<file path="src/rtl/dbtt_pkg.sv">
// dbtt_pkg: shared types, codes and timing helpers for the DRAM bank timing tracker.
// No dependencies; used by every other file of the block.
`timescale 1ns / 1ps

package dbtt_pkg;

  localparam int TIME_BITS     = 48;
  localparam int ROW_BITS      = 16;
  localparam int LA_BITS       = 16;
  localparam int OFF_BITS      = 34;
  localparam int SUM_BITS      = 12;
  localparam int BUSY_BITS     = 33;
  localparam int CFG_IDX_BITS  = 3;
  localparam int CFG_DATA_BITS = 56;

  localparam logic [TIME_BITS-1:0] TIME_MAX = {TIME_BITS{1'b1}};

  localparam logic [1:0] ACTN_QUERY = 2'd0;
  localparam logic [1:0] ACTN_ISSUE = 2'd1;
  localparam logic [1:0] ACTN_TICK  = 2'd2;

  localparam logic [2:0] CMD_ACT = 3'd0;
  localparam logic [2:0] CMD_RD  = 3'd1;
  localparam logic [2:0] CMD_WR  = 3'd2;
  localparam logic [2:0] CMD_PRE = 3'd3;
  localparam logic [2:0] CMD_PDA = 3'd4;
  localparam logic [2:0] CMD_PDF = 3'd5;
  localparam logic [2:0] CMD_PDS = 3'd6;
  localparam logic [2:0] CMD_PU  = 3'd7;

  localparam logic [2:0] MODE_CLOSED = 3'd0;
  localparam logic [2:0] MODE_OPEN   = 3'd1;
  localparam logic [2:0] MODE_PDA    = 3'd2;
  localparam logic [2:0] MODE_PDF    = 3'd3;
  localparam logic [2:0] MODE_PDS    = 3'd4;

  localparam logic [CFG_IDX_BITS-1:0] CFG_ACT_TIMING  = 3'd0;
  localparam logic [CFG_IDX_BITS-1:0] CFG_COL_TIMING  = 3'd1;
  localparam logic [CFG_IDX_BITS-1:0] CFG_PD_TIMING   = 3'd2;
  localparam logic [CFG_IDX_BITS-1:0] CFG_REF_OP_TIME = 3'd3;
  localparam logic [CFG_IDX_BITS-1:0] CFG_REF_SPACING = 3'd4;
  localparam logic [CFG_IDX_BITS-1:0] CFG_REF_ROWS    = 3'd5;
  localparam logic [CFG_IDX_BITS-1:0] CFG_REF_ENABLE  = 3'd6;
  localparam logic [CFG_IDX_BITS-1:0] CFG_START_PD    = 3'd7;

  localparam logic [31:0] REF_SPACING_RST = 32'd7800;
  localparam logic [16:0] REF_ROWS_RST    = 17'd1024;

  typedef struct packed {
    logic [39:0]          act_timing;
    logic [55:0]          col_timing;
    logic [23:0]          pd_timing;
    logic [15:0]          ref_op_time;
    logic [31:0]          ref_spacing;
    logic [16:0]          ref_rows;
    logic                 ref_en;
    logic [BUSY_BITS-1:0] ref_busy;
  } cfg_t;

  typedef struct packed {
    logic [2:0]           mode;
    logic [ROW_BITS-1:0]  open_row;
    logic [TIME_BITS-1:0] e_act;
    logic [TIME_BITS-1:0] e_pre;
    logic [TIME_BITS-1:0] e_rd;
    logic [TIME_BITS-1:0] e_wr;
    logic [TIME_BITS-1:0] e_pd;
    logic [TIME_BITS-1:0] e_pu;
    logic [TIME_BITS-1:0] e_ref;
    logic [TIME_BITS-1:0] last_act;
    logic                 ref_due;
    logic [ROW_BITS-1:0]  ref_ptr;
  } bank_st_t;

  typedef struct packed {
    logic [1:0]           action;
    logic [2:0]           command;
    logic [ROW_BITS-1:0]  row;
    logic [TIME_BITS-1:0] now;
    logic [LA_BITS-1:0]   lookahead;
  } item_t;

  typedef struct packed {
    logic                 ok;
    logic [2:0]           bank_mode;
    logic [ROW_BITS-1:0]  current_row;
    logic                 row_conflict;
    logic                 bank_idle;
    logic                 refresh_pending;
    logic [TIME_BITS-1:0] earliest_cycle;
  } res_t;

  function automatic bank_st_t st_reset();
    bank_st_t s;
    s          = '0;
    s.mode     = MODE_CLOSED;
    s.e_ref    = {{(TIME_BITS-32){1'b0}}, REF_SPACING_RST};
    return s;
  endfunction

  function automatic logic is_pd(input logic [2:0] m);
    return (m == MODE_PDA) || (m == MODE_PDF) || (m == MODE_PDS);
  endfunction

  function automatic logic [SUM_BITS-1:0] b12(input logic [7:0] b);
    return {{(SUM_BITS-8){1'b0}}, b};
  endfunction

  function automatic logic [SUM_BITS-1:0] smax(input logic [SUM_BITS-1:0] a,
                                               input logic [SUM_BITS-1:0] b);
    return (a > b) ? a : b;
  endfunction

  // negative sums count as zero
  function automatic logic [OFF_BITS-1:0] clampz(input logic [SUM_BITS-1:0] v);
    return v[SUM_BITS-1] ? '0 : {{(OFF_BITS-SUM_BITS){1'b0}}, v};
  endfunction

  // saturating time add
  function automatic logic [TIME_BITS-1:0] tadd(input logic [TIME_BITS-1:0] base,
                                                input logic [OFF_BITS-1:0] off);
    logic [TIME_BITS:0] s;
    s = {1'b0, base} + {{(TIME_BITS+1-OFF_BITS){1'b0}}, off};
    return s[TIME_BITS] ? TIME_MAX : s[TIME_BITS-1:0];
  endfunction

  function automatic logic [TIME_BITS-1:0] raise(input logic [TIME_BITS-1:0] cur,
                                                 input logic [TIME_BITS-1:0] v);
    return (v > cur) ? v : cur;
  endfunction

endpackage

</file>
<file path="src/rtl/dbtt_cfg.sv">
// dbtt_cfg: configuration register file plus the registered refresh busy product.
// Depends on dbtt_pkg.
`timescale 1ns / 1ps

module dbtt_cfg import dbtt_pkg::*; (
  input  logic                     clk,
  input  logic                     rst_n,
  input  logic                     cfg_we,
  input  logic [CFG_IDX_BITS-1:0]  cfg_index,
  input  logic [CFG_DATA_BITS-1:0] cfg_data,
  output cfg_t                     cfg
);

  logic [39:0]          act_timing_r;
  logic [55:0]          col_timing_r;
  logic [23:0]          pd_timing_r;
  logic [15:0]          ref_op_time_r;
  logic [31:0]          ref_spacing_r;
  logic [16:0]          ref_rows_r;
  logic                 ref_en_r;
  logic [BUSY_BITS-1:0] ref_busy_r;
  logic [BUSY_BITS-1:0] ref_busy_nxt;
  logic [15:0]          ref_op_time_nxt;
  logic [16:0]          ref_rows_nxt;

  always_ff @(posedge clk) begin
    if (!rst_n) begin
      act_timing_r  <= '0;
      col_timing_r  <= '0;
      pd_timing_r   <= '0;
      ref_op_time_r <= '0;
      ref_spacing_r <= REF_SPACING_RST;
      ref_rows_r    <= REF_ROWS_RST;
      ref_en_r      <= 1'b0;
    end else if (cfg_we) begin
      case (cfg_index)
        CFG_ACT_TIMING:  act_timing_r  <= cfg_data[39:0];
        CFG_COL_TIMING:  col_timing_r  <= cfg_data[55:0];
        CFG_PD_TIMING:   pd_timing_r   <= cfg_data[23:0];
        CFG_REF_OP_TIME: ref_op_time_r <= cfg_data[15:0];
        CFG_REF_SPACING: ref_spacing_r <= cfg_data[31:0];
        CFG_REF_ROWS:    ref_rows_r    <= cfg_data[16:0];
        CFG_REF_ENABLE:  ref_en_r      <= cfg_data[0];
        default: ;
      endcase
    end
  end

  // product follows the register writes at the same edge
  assign ref_op_time_nxt = (cfg_we && (cfg_index == CFG_REF_OP_TIME)) ? cfg_data[15:0] :
                           ref_op_time_r;
  assign ref_rows_nxt    = (cfg_we && (cfg_index == CFG_REF_ROWS)) ? cfg_data[16:0] :
                           ref_rows_r;

  // rows per op times op time: 17x16 product, registered
  assign ref_busy_nxt = BUSY_BITS'({16'b0, ref_rows_nxt} * {17'b0, ref_op_time_nxt});

  always_ff @(posedge clk) begin
    if (!rst_n) begin
      ref_busy_r <= '0;
    end else begin
      ref_busy_r <= ref_busy_nxt;
    end
  end

  always_comb begin
    cfg.act_timing  = act_timing_r;
    cfg.col_timing  = col_timing_r;
    cfg.pd_timing   = pd_timing_r;
    cfg.ref_op_time = ref_op_time_r;
    cfg.ref_spacing = ref_spacing_r;
    cfg.ref_rows    = ref_rows_r;
    cfg.ref_en      = ref_en_r;
    cfg.ref_busy    = ref_busy_r;
  end

endmodule

</file>
<file path="config.mk">
export PLATFORM = sky130hd
export DESIGN_NAME = dbtt_cfg
export DESIGN_NICKNAME = d
export VERILOG_FILES = /design/src/rtl/dbtt_pkg.sv /design/src/rtl/dbtt_cfg.sv
export SDC_FILE = /design/constraint.sdc
export NUM_CORES = 1
export LEC_CHECK = 0
export BUFFER_PORTS_ARGS = -buffer_cell sky130_fd_sc_hd__buf_2
export CAP_MARGIN = 20
export CORE_ASPECT_RATIO = 1.25
export CORE_UTILIZATION = 62
export CTS_CLUSTER_DIAMETER = 120
export DETAILED_ROUTE_END_ITERATION = 16
export GPL_ROUTABILITY_DRIVEN = 1
export PLACE_DENSITY = 0.87
export SYNTH_ARGS = -nofsm -noshare
export SYNTH_HDL_FRONTEND = slang
export SYNTH_SLANG_ARGS = --single-unit
</file>
<file path="constraint.sdc">
create_clock -name clk -period 15.7 [get_ports clk]
set_input_delay 1.57 -clock clk [delete_from_list [all_inputs] [get_ports clk]]
set_output_delay 1.57 -clock clk [all_outputs]
set_load 0.05 [all_outputs]
</file>
==> After elaboration in Yosys (flattened, before gate mapping) <==
Cells that the tools add are included.
W data, S select, Z words.
{ "totals": {"regBits": 219, "latch_bits": 0, "ramBits": 0, "mem_bits_ro": 0, "input_bits": 62, "out_inout_bits": 219, "wordCells": 27, "mem_count": 0} }
{ "classes": {"add_sub_neg": 0, "multipliers": 1, "div": 0, "order_cmp": 0, "eq_ne": 6, "n_shift": 0, "mux": 2, "n_bitwise": 0, "n_reduce_logical": 10} }
{ "op_table": {"columns": ["cell", "count"], "rows": [
  ["$mul A17 B16 Y33", 1],
  ["$mux W17", 1],
  ["$mux W16", 1],
  ["$reduce_and A2 Y1", 7],
  ["$eq A3 B3 Y1 const B", 3],
  ["$eq A3 B2 Y1 const B", 2],
  ["$eq A3 B1 Y1 const B", 1],
  ["$logic_not A3 Y1", 1],
  ["$logic_and A1 B1 Y1", 2]
]} }

==> Logic depth before layout (Yosys ltp) <==
Gate-level depths: netlist of run 1.
{ "logic_depth": {"ltp_word": 4, "ltp_mapped": 27, "mapped_depth_nobuf": 24} }

==> Least setup slack after synthesis of run 1 <==
OpenSTA, ideal clock, no wires.
{ "synth_timing": {"path_type": "in2reg", "start": "input port cfg_we", "end": "register ref_busy_r[31]", "setup_time_ps": 88, "t_arrival_ps": 7510, "t_required_ps": 15612, "slack_ps": 8102, "cell_stages": 23, "cell_sequence": "nor2b_1 > nand3_1 > buf_4 > buf_2 > mux2_2 > nand2_1 > fa_1 > fa_1 > fa_1 > inv_1 > fa_1 > fa_1 > inv_1 > fa_1 > inv_1 > ha_1 > and3_1 > a22oi_2 > o211ai_2 > a211oi_2 > o31ai_2 > and4_4 > nor4_2"} }
{ "synth_via": {"elab_chain_cells": 3} }
{ "synth_lines": {"columns": ["item", "line_no", "source"], "rows": [
  ["start: declaration", "dbtt_cfg.sv:8", "input logic cfg_we,"],
  ["$logic_and A1 B1 Y1 (on tied branches)", "dbtt_cfg.sv:52, dbtt_cfg.sv:50", null],
  ["$mux W17 or $mux W16 (tied branches)", "dbtt_cfg.sv:52, dbtt_cfg.sv:50", null],
  ["$mul A17 B16 Y33 (*)", "dbtt_cfg.sv:56", "assign ref_busy_nxt = BUSY_BITS'({16'b0, ref_rows_nxt} * {17'b0, ref_op_time_nxt});"],
  ["end signal: assignment", "dbtt_cfg.sv:62", "ref_busy_r <= ref_busy_nxt;"],
  ["end: declaration", "dbtt_cfg.sv:21", "logic [BUSY_BITS-1:0] ref_busy_r;"]
]} }
Mark *: on every way between the ends. The rest lies on a longest branch, timed or not.
A chain may end at the register's enable or synchronous reset.

==> Worst setup path after layout of run 1 <==
{ "layout_timing": {"start": "input port cfg_we", "end": "register ref_busy_r[21]"} }
The elaborated chain is that of the path after synthesis.

==> results.cfg, run 1 <==
[layout]
drive_above_1_share_pct = 17.97
area_delta_synth_final_pct = 14.80
fin_area_um2 = 18750
fillerInstances = 1971
fin_nets = 2525

[worst_setup_path]
cp.required_ps = 16160
crit_top_cell = fa_1
path_cells = buf_2, nor2b_1, nand3_2, buf_4, mux2i_1, nor2_1, fa_1, inv_1, fa_1, fa_1, inv_1, fa_1, fa_1, inv_1, fa_1, inv_1, ha_1, and3_1, a22oi_2, o221ai_1, a21oi_1, o21ai_0, o21ai_0, mux2i_1
start_kind = input port
end_kind = flip-flop
critPathKind = in -> reg
crit_arrival_ps = 8780
cpMaxStageDelayCell = mux2i_1
worstPathMaxFanout = 32
max_stage_delay_ps = 860

[synthesis]
mappedNetlistArea_um2 = 16330
netlist_top_cells_area = dfxtp_1, fa_1, nand2_1
synthesis.nets = 2301
synth-warning-count = 0
synth_top_area_share_pct = 26.85
yosysMostFrequentCell = nand2_1
yosysTopAreaCell = dfxtp_1
synthCells = 1926
synth_edf_count = 0
post_synth.cell_area_avg_um2 = 8.479
synth_async_sr_flop_share_pct = 0
yosys_register_bits = 219
yosys-top-cells-count = nand2_1, inv_1, dfxtp_1, fa_1, nor2_1
ys_types = 49
synth_seq_area_share_pct = 26.85
synthFlopType = dfxtp_1

[placed_design]
dp.final_hpwl_mm = 38.40
place_area_um2 = 17930
gp_congestion = 1.012
portBuffers = 280
place_ws_ps = 6910

[global_route]
met2_usage_pct = 62.51
antenna_found_initial = 5
grt-busiest-layer = met2
met1_usage_pct = 45.05
grt_max_degree = 120
grtUsageMet3_pct = 8.387
grt_pass1_wl_mm = 78.54
first_global_vias = 14680
grtUsageTotal_pct = 37.60
grt_overflow = 0

[power_and_ir_drop]
p_seq_share_pct = 43.0
switching_share_pct = 28.87
power.leakage_nw = 9.171
power.total_mw = 1.336
intPower_mw = 0.9506
vdd_drop_max_v = 0.00007325
comb_power_share_pct = 14.2
power_density_nw_per_um2 = 71.29
p_switching_mw = 0.3859
p_clk_share_pct = 42.7

[routing]
post_drt_via_cell_ratio = 5.737
firstDrtPassIters = 6
drc_errors = 0
ant_nets = 0
routedWlPerCell_um = 19.96
via_count = 14390
finalWirelength_mm = 50.06
drt_first_iter_violations = 1039

[timing]
layout_setup_ws_ps = 7383
hold_ws_ps = 450.7
tightest_slew_ps = 1091
fin_skew_ps = 23.01
fmax_mhz = 120.2
setup_tns_ps = 0
hold_viol = 0
setup_viol = 0
relSlewSlack_pct = 25.20
rsz0062_at_grt = no
drv_slew = 0
fin_crit_sh_pct = 52.97
fin_crit_ps = 8317

[clock_network]
cts_tree = built
htree_num_levels = 1
ctsHoldBuffers = 0
clock_latency_ps = 530
ctsResizeCount = 0
cts_setup_buffers = 0
clock-sinks = 219
cts_buffers = 23
cts_root_buf = clkbuf_16
clock_path_buffers = 3
clk_pin_slew_worst_paths_ps = 60

[die]
die_area_um2 = 27000
die_y_um = 183.5
core_area_um2 = 25930
num_io_pins = 281
rows = 66
initial_core_util_pct = 62.98
dieWidth_um = 147.2

[hold_path]
hp-class = reg -> reg

[flow_run]
cap_viol_max_count = 0

[outcome]
outcome = completed
## power groups by stage
stage | registers, mW | clock network (mW) | logic, mW
6_report | 0.575 | 0.571 | 0.190
3_5_place_dp | 0.587 | 0 | 0.185
5_1_grt | 0.576 | 0.594 | 0.202
2_1_floorplan | 0.631 | 0 | 0.0803
4_1_cts | 0.575 | 0.572 | 0.187
3_3_place_gp | 0.587 | 0 | 0.183
## layout make-up
cell class | count | area [µm²] | area share [%]
repair buffers | 303 | 1594 | 8.502
clock buffers | 27 | 620.6 | 3.310
well taps | 340 | 425.4 | 2.269
multi-input cells | 1374 | 10690 | 57.04
diodes | 3 | 7.507 | 0.04004
inverters | 229 | 864.6 | 4.612
clock inverters | 13 | 157.7 | 0.8409
flip-flops and latches | 219 | 4384 | 23.38
## cell families after synthesis
family                   count (synthesis)  synth area share [%]
multiplexers                            70                 4.543
flip-flops                             219                 26.85
adder cells (fa/ha/maj)                313                 33.54
buffers and inverters                  333                 7.754
AND/OR/NAND/NOR                        732                 17.70
XOR/XNOR                                22                 1.180
AO/OA/AOI/OAI                          237                 8.436
## placed cells by master (no fill, tap or decap), drive strengths merged, types with 6 or more instances in the layout
master | synthesis | final
nand2 | 474 | 474
buf | 10 | 303
o21ai | 15 | 15
a21oi | 166 | 166
mux2 | 33 | 33
fa | 208 | 208
mux2i | 37 | 37
xnor2 | 12 | 12
nand2b | 8 | 8
nor2 | 190 | 190
ha | 105 | 105
nand4 | 7 | 7
nand3 | 20 | 20
nor3 | 11 | 11
clkbuf | 94 | 27
xor2 | 10 | 10
and3 | 6 | 6
a21o | 19 | 19
inv | 228 | 233
and2 | 8 | 8
dfxtp | 219 | 219
## metal layers
layer  vias to the layer above  routed length, µm
met5                         -                 30
met3                       209               5295
met4                         4               3060
met2                       803              23870
li1                       6459                  -
met1                      6914              17800
## state kept, by name, summed over array words and instances, names as in the netlist
register and flops:
col_timing_r 56, act_timing_r 40, ref_busy_r 33, ref_spacing_r 32, pd_timing_r 24, ref_rows_r 17, ref_op_time_r 16, ref_en_r 1
## path summary, 6_finish.rpt
check / from / to / slack, ps / cells after the start
setup / recovery: cfg_we / ref_busy_r[21]$_SDFF_PN0_ / 7380 / 24
hold / removal: pd_timing_r[8]$_SDFFE_PN0P_ / pd_timing_r[8]$_SDFFE_PN0P_ / 450 / 2
setup reg to reg: ref_op_time_r[5]$_SDFFE_PN0P_ / ref_busy_r[21]$_SDFF_PN0_ / 9090 / 20
hold reg to reg: pd_timing_r[8]$_SDFFE_PN0P_ / pd_timing_r[8]$_SDFFE_PN0P_ / 450 / 2
## stage by stage
step           utilization, %  cells
6_report                72.30   2508
5_1_grt                 72.28   2506
4_1_cts                 72.14   2503
3_5_place_dp            69.14   2463
3_3_place_gp            69.14   2463
2_1_floorplan               -   1926
## worst max-delay path: cells and delay by family
kind | cells | cell delay [ps]
buf+inv | 6 | 610
mux | 2 | 1060
fa+ha+maj | 7 | 3360
simple gates | 4 | 960
compound gates | 5 | 1190
No activity file was read; power rests on OpenSTA's default activity.
==> run 2: changes to the inputs <==
--- a/config.mk
+++ b/config.mk
@@ -5,14 +5,15 @@
 export SDC_FILE = /design/constraint.sdc
 export NUM_CORES = 1
 export LEC_CHECK = 0
+export ABC_AREA = 1
 export BUFFER_PORTS_ARGS = -buffer_cell sky130_fd_sc_hd__buf_2
 export CAP_MARGIN = 20
 export CORE_ASPECT_RATIO = 1.25
-export CORE_UTILIZATION = 62
+export CORE_UTILIZATION = 53
 export CTS_CLUSTER_DIAMETER = 120
 export DETAILED_ROUTE_END_ITERATION = 16
 export GPL_ROUTABILITY_DRIVEN = 1
-export PLACE_DENSITY = 0.87
+export PLACE_DENSITY = 0.79
 export SYNTH_ARGS = -nofsm -noshare
 export SYNTH_HDL_FRONTEND = slang
 export SYNTH_SLANG_ARGS = --single-unit
==> constraint.sdc (replaced) <==
create_clock -name clk -period 7.4 [get_ports clk]
set_input_delay 0.74 -clock clk [delete_from_list [all_inputs] [get_ports clk]]
set_output_delay 0.74 -clock clk [all_outputs]
set_load 0.05 [all_outputs]
==> run 2 against run 1 <==
Net effect:
- power up 140%
- first-iteration DRC count rose by 47%
- combinational power rose to 4.0 times the previous value
- sequential share of layout area is 0.78 points lower
- count of clock-buffer cells in the layout increased by 6
- register-to-register slack lost 7800 ps
- synthesized area rose by 4.0%
- critical path depth decreased by 1
- die area increased by 21%
- sequential power up 120%
- critical endpoint is now ref_busy_r[18]$_SDFF_PN0_
==> results.cfg, run 2 <==
[placed_design]
portBuffers = 280
dp.final_hpwl_mm = 41.69
gp_congestion = 1.030
place_ws_ps = 276.5

[synthesis]
synthSimpleGateAreaFrac_pct = 21.69
synth-compound-area-share_pct = 8.788
synth_edf_count = 0
ys_types = 31
synthCells = 2203
yosysMostFrequentCell = nor2_1
mappedNetlistArea_um2 = 16990
synth-adder-area-share_pct = 32.25
post_synth.cell_area_avg_um2 = 7.711
synthesis.nets = 2578
yosys-mux-area-fraction_pct = 0
synth_top_area_share_pct = 25.81
synthFlopType = dfxtp_1
synth_seq_area_share_pct = 25.81
yosys_register_bits = 219
synth-warning-count = 0
synth_top_family_by_area = adder cells
netlist_top_cells_area = dfxtp_1, fa_1, nor2_1
synth_async_sr_flop_share_pct = 0
yosysTopAreaCell = dfxtp_1
synth_xor_area_share_pct = 0.2062
yosys-top-cells-count = nor2_1, nand2_1, inv_1, dfxtp_1, fa_1

[worst_setup_path]
path_cells = buf_2, nand2_1, inv_2, nand2_4, o21ai_2, inv_1, nand2_1, fa_1, inv_1, fa_1, fa_1, fa_1, fa_1, fa_1, ha_1, nand2_1, inv_1, nand2_1, nor3_1, nand2_1, nand2_1, o21ai_0, a21oi_1
r2r_setup_slack_ps = 1340
critPathKind = in -> reg
cp.required_ps = 7810
worstPathMaxFanout = 34
cp_num_buf_inv = 5
r2r-end = ref_busy_r[18]$_SDFF_PN0_
cpMaxStageDelayCell = fa_1
crit_arrival_ps = 7110
crit_family = adder cells
worstReg2RegStart = ref_rows_r[8]$_SDFFE_PN0N_
start_kind = input port
rr_worst_depth = 21
max_stage_delay_ps = 620
end_kind = flip-flop

[power_and_ir_drop]
switching_share_pct = 33.65
vdd_drop_max_v = 0.0002306
power_density_nw_per_um2 = 162.7
p_seq_share_pct = 39.7
power.leakage_nw = 10.35
comb_power_share_pct = 24.2
p_clk_share_pct = 36.1
intPower_mw = 2.094
p_switching_mw = 1.062

[die]
core_area_um2 = 31260
die_y_um = 202.2
die_area_um2 = 32770
num_io_pins = 281
rows = 72
initial_core_util_pct = 54.34
dieWidth_um = 162.1

[layout]
final_cell_mix = nor2_1, nand2_1, inv_1
antenna_cells = 0
area_delta_synth_final_pct = 14.19
fin_nets = 2822
largest_reg_flops = 56
top_regs = col_timing_r x56, act_timing_r x40, ref_busy_r x33
final_common_cell = nor2_1
fillerInstances = 2764
regMostFlops = col_timing_r
drive_above_1_share_pct = 16.32

[hold_path]
hp-class = in -> reg
hold_end = act_timing_r[37]$_SDFFE_PN0P_
hold_depth = 3
min_from = cfg_data[37]

[timing]
layout_setup_ws_ps = 695.9
fin_crit_sh_pct = 90.60
fin_crit_ps = 6704
setup_tns_ps = 0
fmax_mhz = 149.2
drv_slew = 0
relSlewSlack_pct = 27.04
hold_viol = 0
rsz0062_at_grt = no
setup_viol = 0
tightest_slew_ps = 1094
fin_skew_ps = 29.75

[clock_network]
clock_latency_ps = 540
clock-sinks = 219
ctsResizeCount = 0
cts_root_buf = clkbuf_16
htree_num_levels = 1
clk_pin_slew_worst_paths_ps = 70
ctsHoldBuffers = 0
cts_tree = built
clock_path_buffers = 3
cts_setup_buffers = 0
cts_buffers = 22

[global_route]
first_global_vias = 15630
antenna_found_initial = 0
grt_max_degree = 127
grt_pass1_wl_mm = 84.09
grt_overflow = 0
grtUsageTotal_pct = 33.17

[routing]
finalWirelength_mm = 52.71
via_count = 15360
drt_first_iter_violations = 1523
post_drt_via_cell_ratio = 5.351
firstDrtPassIters = 5
routedWlPerCell_um = 18.37
wl_met1_mm = 19.38
maxUsedRoutingLayer = met4
wl_met3_mm = 4.882
ant_nets = 0
route.met2.wl_mm = 25.41
drc_errors = 0

[flow_run]
cap_viol_max_count = 0

[outcome]
outcome = completed
run 2: worst max-delay path by stage:
| stage | from | endpoint | cells after the start | slack (ps) |
|---|---|---|---|---|
| 2_1_floorplan | cfg_we | ref_busy_r[25]$_SDFF_PN0_ | 27 | 1490 |
| 3_3_place_gp | cfg_index[2] | ref_busy_r[18]$_SDFF_PN0_ | 25 | 270 |
| 3_5_place_dp | cfg_index[2] | ref_busy_r[18]$_SDFF_PN0_ | 25 | 280 |
| 4_1_cts | cfg_index[2] | ref_busy_r[18]$_SDFF_PN0_ | 25 | 780 |
| 5_1_grt | cfg_index[2] | ref_busy_r[22]$_SDFF_PN0_ | 26 | 400 |
| 6_report | cfg_index[2] | ref_busy_r[18]$_SDFF_PN0_ | 23 | 700 |
run 2: cell type report:
| class | instances | area (µm²) | share of cell area (%) |
|---|---|---|---|
| clock inverter | 7 | 101.3 | 0.5225 |
| inverter | 393 | 1475 | 7.605 |
| timing repair buffer | 303 | 1597 | 8.231 |
| tap | 407 | 509.2 | 2.625 |
| multi-input combinational | 1508 | 10700 | 55.15 |
| clock buffer | 33 | 631.9 | 3.258 |
| sequential | 219 | 4384 | 22.60 |
run 2: worst min-delay path: stages:
cell    delay (ps)
buf_2           80
nor2_1          40
nor2_1          80
run 2: logic make-up (layout without fill, tap and decap cells):
| logic type | after synthesis | count (layout) |
|---|---|---|
| and+or+nand+nor | 952 | 952 |
| xor gates and xnor gates | 4 | 4 |
| DFF | 219 | 219 |
| adders and majority gates | 313 | 313 |
| buffers and inverters | 476 | 736 |
| AOI/OAI and AO/OA | 239 | 239 |
run 2: metrics by stage:
stage	hold slack (ps)	power, mW	area [µm²]	std cells	util [%]
after floorplan	450.0	1.798	16990	2203	-
after global placement	433.4	2.024	18640	2829	59.61
after detailed placement	437.8	2.033	18660	2830	59.70
after CTS	429.2	3.166	19400	2870	62.05
after global routing	443.6	3.282	19400	2870	62.05
final	443.3	3.156	19400	2870	62.05
run 2: power by group through the flow:
stage | Sequential [mW] | Clock, mW | Combinational (mW)
after floorplan | 1.45 | 0 | 0.343
after global routing | 1.26 | 1.20 | 0.827
final | 1.25 | 1.14 | 0.765
after CTS | 1.25 | 1.15 | 0.762
after global placement | 1.28 | 0 | 0.747
after detailed placement | 1.28 | 0 | 0.754
run 2: layer usage:
metal	global-route usage (%)	vias to the layer above
li1	-	7078
met1	39.25	7289
met2	57.28	803
met3	5.951	187
met4	16.95	0
met5	0	-
